`src/design/pca_pkg.sv`:
```
// Shared types and codes for the PID controller with anti-windup.
package pca_pkg;

  // Operation codes carried in in_tuser
  localparam logic [1:0] OP_REGULATE   = 2'd0;
  localparam logic [1:0] OP_SYNC_TRACK = 2'd1;
  localparam logic [1:0] OP_SYNC_RUN   = 2'd2;

  // Configuration register indexes
  localparam logic [2:0] REG_GAIN       = 3'd0;
  localparam logic [2:0] REG_INT_GAIN   = 3'd1;
  localparam logic [2:0] REG_DER_GAIN   = 3'd2;
  localparam logic [2:0] REG_MARGIN     = 3'd3;
  localparam logic [2:0] REG_OUT_MAX    = 3'd4;
  localparam logic [2:0] REG_OUT_MIN    = 3'd5;

  // Integrator block codes (2-bit two's complement)
  localparam logic [1:0] BLK_NONE = 2'b00;
  localparam logic [1:0] BLK_POS  = 2'b01;
  localparam logic [1:0] BLK_NEG  = 2'b11;

  typedef enum logic {
    MD_MUL = 1'b0,
    MD_DIV = 1'b1
  } md_op_t;

  typedef struct packed {
    logic   start;
    md_op_t op;
  } md_req_t;

endpackage

```
`src/design/pca_muldiv.sv`:
```
// Shared multi-cycle fixed-point multiply / divide unit with saturation.
module pca_muldiv import pca_pkg::*; #(
  parameter int W = 48,
  parameter int F = 16
) (
  input  logic                clk,
  input  logic                rst_n,
  input  md_req_t             req,
  input  logic signed [W-1:0] opa,
  input  logic signed [W-1:0] opb,
  output logic                done,
  output logic signed [W-1:0] result
);

  localparam int N  = (W + 15) / 16;
  localparam int PW = N * 16;
  localparam int AW = W + PW;
  localparam int QW = W + F;
  localparam int MW = (AW > QW) ? AW : QW;
  localparam int XW = MW + 1;
  localparam int CW = $clog2(QW + 1);

  localparam logic [XW-1:0] POS_LIM = {{(XW-W+1){1'b0}}, {(W-1){1'b1}}};
  localparam logic [XW-1:0] NEG_LIM = POS_LIM + XW'(1);
  localparam logic signed [W-1:0] SMAX = {1'b0, {(W-1){1'b1}}};
  localparam logic signed [W-1:0] SMIN = {1'b1, {(W-1){1'b0}}};

  typedef enum logic [3:0] {
    U_IDLE = 4'b0001,
    U_MUL  = 4'b0010,
    U_DIV  = 4'b0100,
    U_FIN  = 4'b1000
  } ust_t;

  ust_t st_r, st_nxt;
  logic [W-1:0]  ua_r, ua_nxt;
  logic [PW-1:0] ub_r, ub_nxt;
  logic [W-1:0]  ud_r, ud_nxt;
  logic [AW-1:0] acc_r, acc_nxt;
  logic [W-1:0]  rem_r, rem_nxt;
  logic [QW-1:0] num_r, num_nxt;
  logic [QW-1:0] q_r, q_nxt;
  logic          neg_r, neg_nxt;
  logic          mul_r, mul_nxt;
  logic [CW-1:0] cnt_r, cnt_nxt;
  logic          done_r, done_nxt;
  logic signed [W-1:0] res_r, res_nxt;

  logic [W-1:0]    amag, bmag;
  logic [W+15:0]   pprod, upper;
  logic [W:0]      rem2;
  logic            ge;
  logic [AW:0]     rnd;
  logic [XW-1:0]   mfin;
  logic [W-1:0]    mlow;

  assign amag  = opa[W-1] ? W'(-opa) : W'(opa);
  assign bmag  = opb[W-1] ? W'(-opb) : W'(opb);
  assign pprod = (W+16)'(ua_r) * (W+16)'(ub_r[15:0]);
  assign upper = (W+16)'(acc_r[AW-1:PW]) + pprod;
  assign rem2  = {rem_r, num_r[QW-1]};
  assign ge    = rem2 >= {1'b0, ud_r};
  assign rnd   = {1'b0, acc_r} + ((AW+1)'(1) << (F-1));
  assign mfin  = mul_r ? XW'(rnd >> F) : XW'(q_r);
  assign mlow  = mfin[W-1:0];

  always_comb begin
    st_nxt   = st_r;
    ua_nxt   = ua_r;
    ub_nxt   = ub_r;
    ud_nxt   = ud_r;
    acc_nxt  = acc_r;
    rem_nxt  = rem_r;
    num_nxt  = num_r;
    q_nxt    = q_r;
    neg_nxt  = neg_r;
    mul_nxt  = mul_r;
    cnt_nxt  = cnt_r;
    done_nxt = 1'b0;
    res_nxt  = res_r;
    unique case (st_r)
      U_IDLE: begin
        if (req.start) begin
          ua_nxt  = amag;
          ub_nxt  = PW'(bmag);
          ud_nxt  = bmag;
          acc_nxt = '0;
          rem_nxt = '0;
          num_nxt = {amag, {F{1'b0}}};
          q_nxt   = '0;
          neg_nxt = opa[W-1] ^ opb[W-1];
          mul_nxt = (req.op == MD_MUL);
          cnt_nxt = '0;
          st_nxt  = (req.op == MD_MUL) ? U_MUL : U_DIV;
        end
      end
      U_MUL: begin
        // consume 16 bits of the multiplier per cycle, low chunk first
        acc_nxt = {upper, acc_r[PW-1:16]};
        ub_nxt  = ub_r >> 16;
        cnt_nxt = cnt_r + CW'(1);
        if (cnt_r == CW'(N - 1)) st_nxt = U_FIN;
      end
      U_DIV: begin
        // restoring division, one quotient bit per cycle
        rem_nxt = ge ? W'(rem2 - {1'b0, ud_r}) : rem2[W-1:0];
        q_nxt   = {q_r[QW-2:0], ge};
        num_nxt = num_r << 1;
        cnt_nxt = cnt_r + CW'(1);
        if (cnt_r == CW'(QW - 1)) st_nxt = U_FIN;
      end
      U_FIN: begin
        if (neg_r) begin
          res_nxt = (mfin > NEG_LIM) ? SMIN : -$signed(mlow);
        end else begin
          res_nxt = (mfin > POS_LIM) ? SMAX : $signed(mlow);
        end
        done_nxt = 1'b1;
        st_nxt   = U_IDLE;
      end
      default: st_nxt = U_IDLE;
    endcase
  end

  always_ff @(posedge clk) begin
    if (!rst_n) begin
      st_r   <= U_IDLE;
      done_r <= 1'b0;
      cnt_r  <= '0;
    end else begin
      st_r   <= st_nxt;
      done_r <= done_nxt;
      cnt_r  <= cnt_nxt;
    end
    ua_r  <= ua_nxt;
    ub_r  <= ub_nxt;
    ud_r  <= ud_nxt;
    acc_r <= acc_nxt;
    rem_r <= rem_nxt;
    num_r <= num_nxt;
    q_r   <= q_nxt;
    neg_r <= neg_nxt;
    mul_r <= mul_nxt;
    res_r <= res_nxt;
  end

  assign done   = done_r;
  assign result = res_r;

endmodule
```
`config.mk`:
```
export PLATFORM = sky130hd
export DESIGN_NAME = pca_muldiv
export DESIGN_NICKNAME = d
export VERILOG_FILES = /design/src/design/pca_pkg.sv /design/src/design/pca_muldiv.sv
export SDC_FILE = /design/constraint.sdc
export NUM_CORES = 2
export LEC_CHECK = 0
export ABC_AREA = 1
export ABC_CLOCK_PERIOD_IN_PS = 29300
export BUFFER_PORTS_ARGS = -buffer_cell sky130_fd_sc_hd__clkbuf_2
export CORE_UTILIZATION = 40
export DETAILED_ROUTE_END_ITERATION = 10
export PLACE_DENSITY = 0.59
export SLEW_MARGIN = 20
export SYNTH_ARGS = -nofsm -noshare
export SYNTH_HDL_FRONTEND = slang
export SYNTH_SLANG_ARGS = --single-unit
```
`constraint.sdc`:
```
create_clock -name clk -period 29.3 [get_ports clk]
set_input_delay 2.93 -clock clk [delete_from_list [all_inputs] [get_ports clk]]
set_output_delay 2.93 -clock clk [all_outputs]
set_load 0.03 [all_outputs]
```
Yosys cells after proc, flatten, opt, wreduce, memory -nomap -nowiden
Cells that the tools add are included.
{"block": "totals", "regBits": 478, "latch_bits": 0, "ram_bits": 0, "mem_bits_ro": 0, "inputBits": 100, "out_inout_bits": 49, "n_memories": 0}
{"block": "op_classes", "n_addsub": 7, "multipliers": 1, "div_mod_pow": 0, "n_lt_le_gt_ge": 3, "eq_ne": 9, "shifts": 0, "n_mux": 25, "n_bitwise": 2, "n_reduce_logical": 9}
{"cell": "$mux W48", "n": 8}
{"cell": "$pmux W64 S2", "n": 2}
{"cell": "$pmux W48 S2", "n": 2}
{"cell": "$pmux W96 S2", "n": 1}
{"cell": "$neg A48 Y48", "n": 3}
{"cell": "$mux W64", "n": 2}
{"cell": "$add A96 B16 Y97 const B", "n": 1}
{"cell": "$mux W96", "n": 1}
{"cell": "$gt A81 B47 Y1 const B", "n": 1}
{"cell": "$gt A81 B48 Y1 const B", "n": 1}
{"cell": "$mux W81", "n": 1}
{"cell": "$add A48 B64 Y64", "n": 1}
{"cell": "$mul A48 B16 Y64", "n": 1}
{"cell": "$ge A49 B48 Y1", "n": 1}
{"cell": "$sub A48 B48 Y48", "n": 1}
{"cell": "$pmux W7 S2", "n": 1}
{"cell": "$mux W4", "n": 3}
{"cell": "$pmux W4 S3", "n": 1}
{"cell": "$reduce_and A2 Y1", "n": 4}
{"cell": "$add A7 B1 Y7 const B", "n": 1}
{"cell": "$eq A7 B2 Y1 const B", "n": 1}
{"cell": "$eq A7 B6 Y1 const B", "n": 1}
{"cell": "$mux W7", "n": 1}
{"cell": "$ne A2 B2 Y1 const B", "n": 3}
{"cell": "other kinds (11)", "n": 13}

Logic depth before layout (Yosys ltp)
{"block": "depth", "depth_word": 5, "mapped_depth": 31, "mapped_depth_nobuf": 29}

Worst setup path after synthesis
No wires, ideal clock.
{"block": "synth_path", "path_type": "input-to-reg", "from": "in req[1] (netlist bit)", "to": "reg num_r[16] (enable)", "setup_ns": 0.526, "arrival_time_ns": 11.319, "required_ns": 28.774, "path_slack_ns": 17.456, "cell_stages": 5, "cell_sequence": "or2_2 nand2_1 nor2_1 inv_1 nand2_1"}
{"block": "synth_via", "elab_chain_cells": 2}
{"item": "from (decl)", "line_no": "pca_muldiv.sv:8", "text": "input md_req_t req,"}
{"item": "$ne A2 B2 Y1 (no line)"}
{"item": "$reduce_and A2 Y1 (no line)"}
{"item": "to (signal assigned)", "line_no": "pca_muldiv.sv:140", "text": "num_r <= num_nxt;"}
{"item": "to (decl)", "line_no": "pca_muldiv.sv:41", "text": "logic [QW-1:0] num_r, num_nxt;"}
Every way passes these cells.
A chain may end at the register's enable or synchronous reset.

Worst setup path after layout
{"block": "layout_path", "from": "reg ua_r[7]", "to": "reg acc_r[81], data pin"}
{"block": "layout_via", "elab_chain_cells": 3}
{"item": "from (decl)", "line_no": "pca_muldiv.sv:36", "text": "logic [W-1:0] ua_r, ua_nxt;"}
{"item": "from (signal assigned)", "line_no": "pca_muldiv.sv:135", "text": "ua_r <= ua_nxt;"}
{"item": "$mul A48 B16 Y64", "line_no": "pca_muldiv.sv:59", "text": "assign pprod = (W+16)'(ua_r) * (W+16)'(ub_r[15:0]);"}
{"item": "$add A48 B64 Y64", "line_no": "pca_muldiv.sv:60", "text": "assign upper = (W+16)'(acc_r[AW-1:PW]) + pprod;"}
{"item": "$pmux W96 S2", "line_no": "pca_muldiv.sv:81", "text": "unique case (st_r)"}
{"item": "to (signal assigned)", "line_no": "pca_muldiv.sv:138", "text": "acc_r <= acc_nxt;"}
{"item": "to (decl)", "line_no": "pca_muldiv.sv:39", "text": "logic [AW-1:0] acc_r, acc_nxt;"}
Every way passes these cells.

==> run_results.csv <==
group,metric,value,unit
clock_network,cts.sink_count,447,
cells_and_area,multi_input_area,34210,um2
die,fp.dieH,372.7,um
logic_synthesis,synth_ff_type,"sky130_fd_sc_hd__edfxtp_1",
clock_network,number_of_buffers_created_by_cts,54,
clock_network,clkLatencyLatePin,0.68,ns
grt,grt_pass1_vias,46797,
timing,timing.final.setup_violations,0,
setup_path,criticalPathCategory,"flop to flop",
logic_synthesis,yosys_warnings,0,
setup_path,rr_worst_depth,23,
timing,slew_headroom,31.15,%
setup_path,crit_arrival,8.00,ns
logic_synthesis,post_synth_num_cell_types,54,
detailed_routing,vias,46179,
setup_path,crit_required,29.76,ns
flow_run,max_cap_violation_count,0,
die,placeable_area,136000,um2
logic_synthesis,ys_seq_elements,447,
die,die_outline_area,138900,um2
cells_and_area,fillers,13974,
setup_path,worst-path-max-fanout,16,
outcome,run_status,"completed",
logic_synthesis,post-synth-top-area-fraction,25.16,%
grt,grt_total_ovfl,0,
detailed_routing,vias_per_cell,5.051,
logic_synthesis,synth.area.top_cells,"sky130_fd_sc_hd__fa_1 25%, sky130_fd_sc_hd__edfxtp_1 24%, sky130_fd_sc_hd__nand2_1 14%",
place,global_placer_s_final_weighted_congestion,0.9623,
cells_and_area,synthToLayoutAreaGrowth,7.279,%
die,initial_core_util,40.43,%
timing,min_period_over_period,25.72,%
logic_synthesis,number_of_instances_in_the_synthesized_netlist,7348,
detailed_routing,detailedRoute.firstPassIterationCount,6,
logic_synthesis,syn_avg_cell_area,7.482,um2
grt,global_route.usage.total,24.43,%
setup_path,worstReg2RegEnd,"acc_r[81]",
worst_hold_path,hp-class,"flop to flop",
detailed_routing,postRouteAntennaNets,0,
grt,grt_max_degree,80,
clock_network,post-cts-setup-buffers,0,
logic_synthesis,post-synth-top-count-cell,"sky130_fd_sc_hd__nand2_1",
clock_network,cts.root.buffer_cell,"sky130_fd_sc_hd__clkbuf_16",
die,die_x,372.7,um
logic_synthesis,synth_top_cell_by_area,"sky130_fd_sc_hd__fa_1",
timing,final_period_minus_worst_setup_slack,7.536,ns
setup_path,origin_of_the_critical_flop_to_flop_path,"ua_r[7]",
cells_and_area,layout_cell_share_with_drive_strength_beyond_1,4.470,%
clock_network,ctsHoldBuffers,0,
cells_and_area,regArea,13300,um2
timing,timing.final.max_slew_violations,0,
die,row_count,135,
logic_synthesis,post_synth_most_frequent_cells,"2,050 x sky130_fd_sc_hd__nand2_1, 1,698 x sky130_fd_sc_hd__inv_1, 691 x sky130_fd_sc_hd__fa_1",
cells_and_area,antenna-diode-count,0,
grt,antenna_found_initial,1,
logic_synthesis,synth_nets,8332,
grt,grt_first_pass_wirelength,267500,um
clock_network,cts_tree,"yes",
setup_path,cp_capture_type,"flop",
detailed_routing,route.detailed.wl_per_inst,18.32,um
logic_synthesis,count_of_flip_flops_with_a_built_in_enable_after_synthesis,435,
die,top_level_ports,149,
detailed_routing,routed_wirelength,167500,um
logic_synthesis,synth_area,54980,um2
setup_path,reg2reg_slack,21.76,ns
clock_network,clk_transition_reported_paths,0.06,ns
logic_synthesis,async_reset_ff_share,0,%
logic_synthesis,synth_seq_area_share,24.20,%
timing,fin_setup_tns,0,ns
timing,fin_skew,0.04463,ns
timing,worst_slew_pin_slew,1.033,ns
worst_hold_path,min_path_cells,2,
timing,fmax,0.1327,GHz
clock_network,cts-root-to-sink-buffers,3,
worst_hold_path,holdCritStartpoint,"cnt_r[4]",
worst_hold_path,worst_hold_path.endpoint,"cnt_r[4]",
timing,finalHoldViolCount,0,
place,port_buf_inserts,148,
cells_and_area,finish.net_count,8299,
clock_network,cts-resized-gates,0,
detailed_routing,drt_first_iter_violations,3770,
detailed_routing,post_route_drc_violation_count,0,
place,place_hpwl,135900,um
clock_network,h-tree-depth,2,
timing,grt_setup_unrepaired,"false",
setup_path,critical_path.startpoint_type,"flop",
metal layers:
| metal | share of wire (%) | global-route usage, % | vias to the layer above |
|---|---|---|---|
| li1 | - | - | 22097 |
| met1 | 45 | 33.71 | 22583 |
| met2 | 47 | 40.98 | 1296 |
| met3 | 5.0 | 2.558 | 203 |
| met4 | 2.4 | 6.011 | 0 |
| met5 | 0 | 0 | - |
worst max path at each step:
stage             from   endpoint  slack (ns)
2_1_floorplan   req[1]  num_r[16]       17.46
3_3_place_gp   ua_r[7]  acc_r[81]       21.98
3_5_place_dp   ua_r[7]  acc_r[81]       21.91
4_1_cts        ua_r[7]  acc_r[81]       21.87
5_1_grt        ua_r[7]  acc_r[81]       21.53
6_report       ua_r[7]  acc_r[81]       21.76
final cells by class:
| class | instances | area share, % |
|---|---|---|
| Sequential cell | 447 | 22.56 |
| Clock buffer | 64 | 2.389 |
| Tap cell | 1781 | 3.778 |
| Timing Repair Buffer | 189 | 1.778 |
| Clock inverter | 38 | 0.6768 |
| Multi-Input combinational cell | 4923 | 58.00 |
| Inverter | 1700 | 10.82 |
sequential cells by signal, summed over array words and instances (netlist names), 4 cells and up:
| register | flops |
|---|---|
| acc_r | 81 |
| q_r | 64 |
| num_r | 48 |
| rem_r | 48 |
| result | 48 |
| ua_r | 48 |
| ub_r | 48 |
| ud_r | 48 |
| cnt_r | 7 |
| st_r | 4 |
critical path, cell delays in order (launching register included):
cell                       delay, ns
sky130_fd_sc_hd__edfxtp_1       0.95
sky130_fd_sc_hd__nand2_1        0.12
sky130_fd_sc_hd__inv_1          0.11
sky130_fd_sc_hd__fa_1           0.43
sky130_fd_sc_hd__inv_1          0.10
sky130_fd_sc_hd__fa_1           0.42
sky130_fd_sc_hd__fa_1           0.52
sky130_fd_sc_hd__inv_1          0.05
sky130_fd_sc_hd__fa_1           0.50
sky130_fd_sc_hd__fa_1           0.56
sky130_fd_sc_hd__inv_1          0.06
sky130_fd_sc_hd__fa_1           0.53
sky130_fd_sc_hd__inv_1          0.04
sky130_fd_sc_hd__ha_1           0.37
sky130_fd_sc_hd__nand2_1        0.12
sky130_fd_sc_hd__nor2_1         0.11
sky130_fd_sc_hd__inv_1          0.04
sky130_fd_sc_hd__o21ai_0        0.48
sky130_fd_sc_hd__a21boi_0       0.30
sky130_fd_sc_hd__o21bai_1       0.50
sky130_fd_sc_hd__a21oi_1        0.25
sky130_fd_sc_hd__o21ai_0        0.37
sky130_fd_sc_hd__o21ai_0        0.12
sky130_fd_sc_hd__a21oi_1        0.28
per-stage QoR:
step	hold slack (ns)	worst slack (ns)	area, um2	utilization (%)	std cells
6_report	0.5022	21.76	58980	43.37	9142
5_1_grt	0.5142	21.53	58980	43.37	9142
4_1_cts	0.5014	21.87	58980	43.37	9142
3_5_place_dp	0.4927	21.91	57170	42.04	9040
3_3_place_gp	0.4697	21.98	57170	42.04	9040
2_1_floorplan	0.4413	17.46	54980	-	7348
kinds of logic (layout without fill, tap and decap cells):
group,Yosys count,in the layout,synth area share [%]
flops,447,447,24.20
buf+inv,1978,1991,13.66
xor+xnor,144,144,2.294
fa+ha+maj,884,884,29.56
simple gates,3223,3223,23.57
compound gates,672,672,6.723
cells in the final DEF (no fill, tap or decap), drive strengths merged, types with 4 or more instances in the layout:
cell type and instances:
clkbuf 212, a211oi 6, o31a 4, bufinv 5, nand4 55, o21a 27, ha 193, o21bai 11
clkinv 25, nor3 86, and3 4, xnor2 60, buf 41, a21boi 7, nand3 268, nand2 2066
o211ai 8, inv 1701, nor4 21, a21oi 288, o21ai 246, a31oi 41, and2 9, nand3b 5
or2 9, a221oi 5, xor2 84, a21o 17, dfxtp 12, fa 691, nor2 696, edfxtp 435
clkinvlp 7
Power is left out: the tool's default activity adds up to more than one toggle a clock period on the data nets, which glitch-free logic cannot reach.
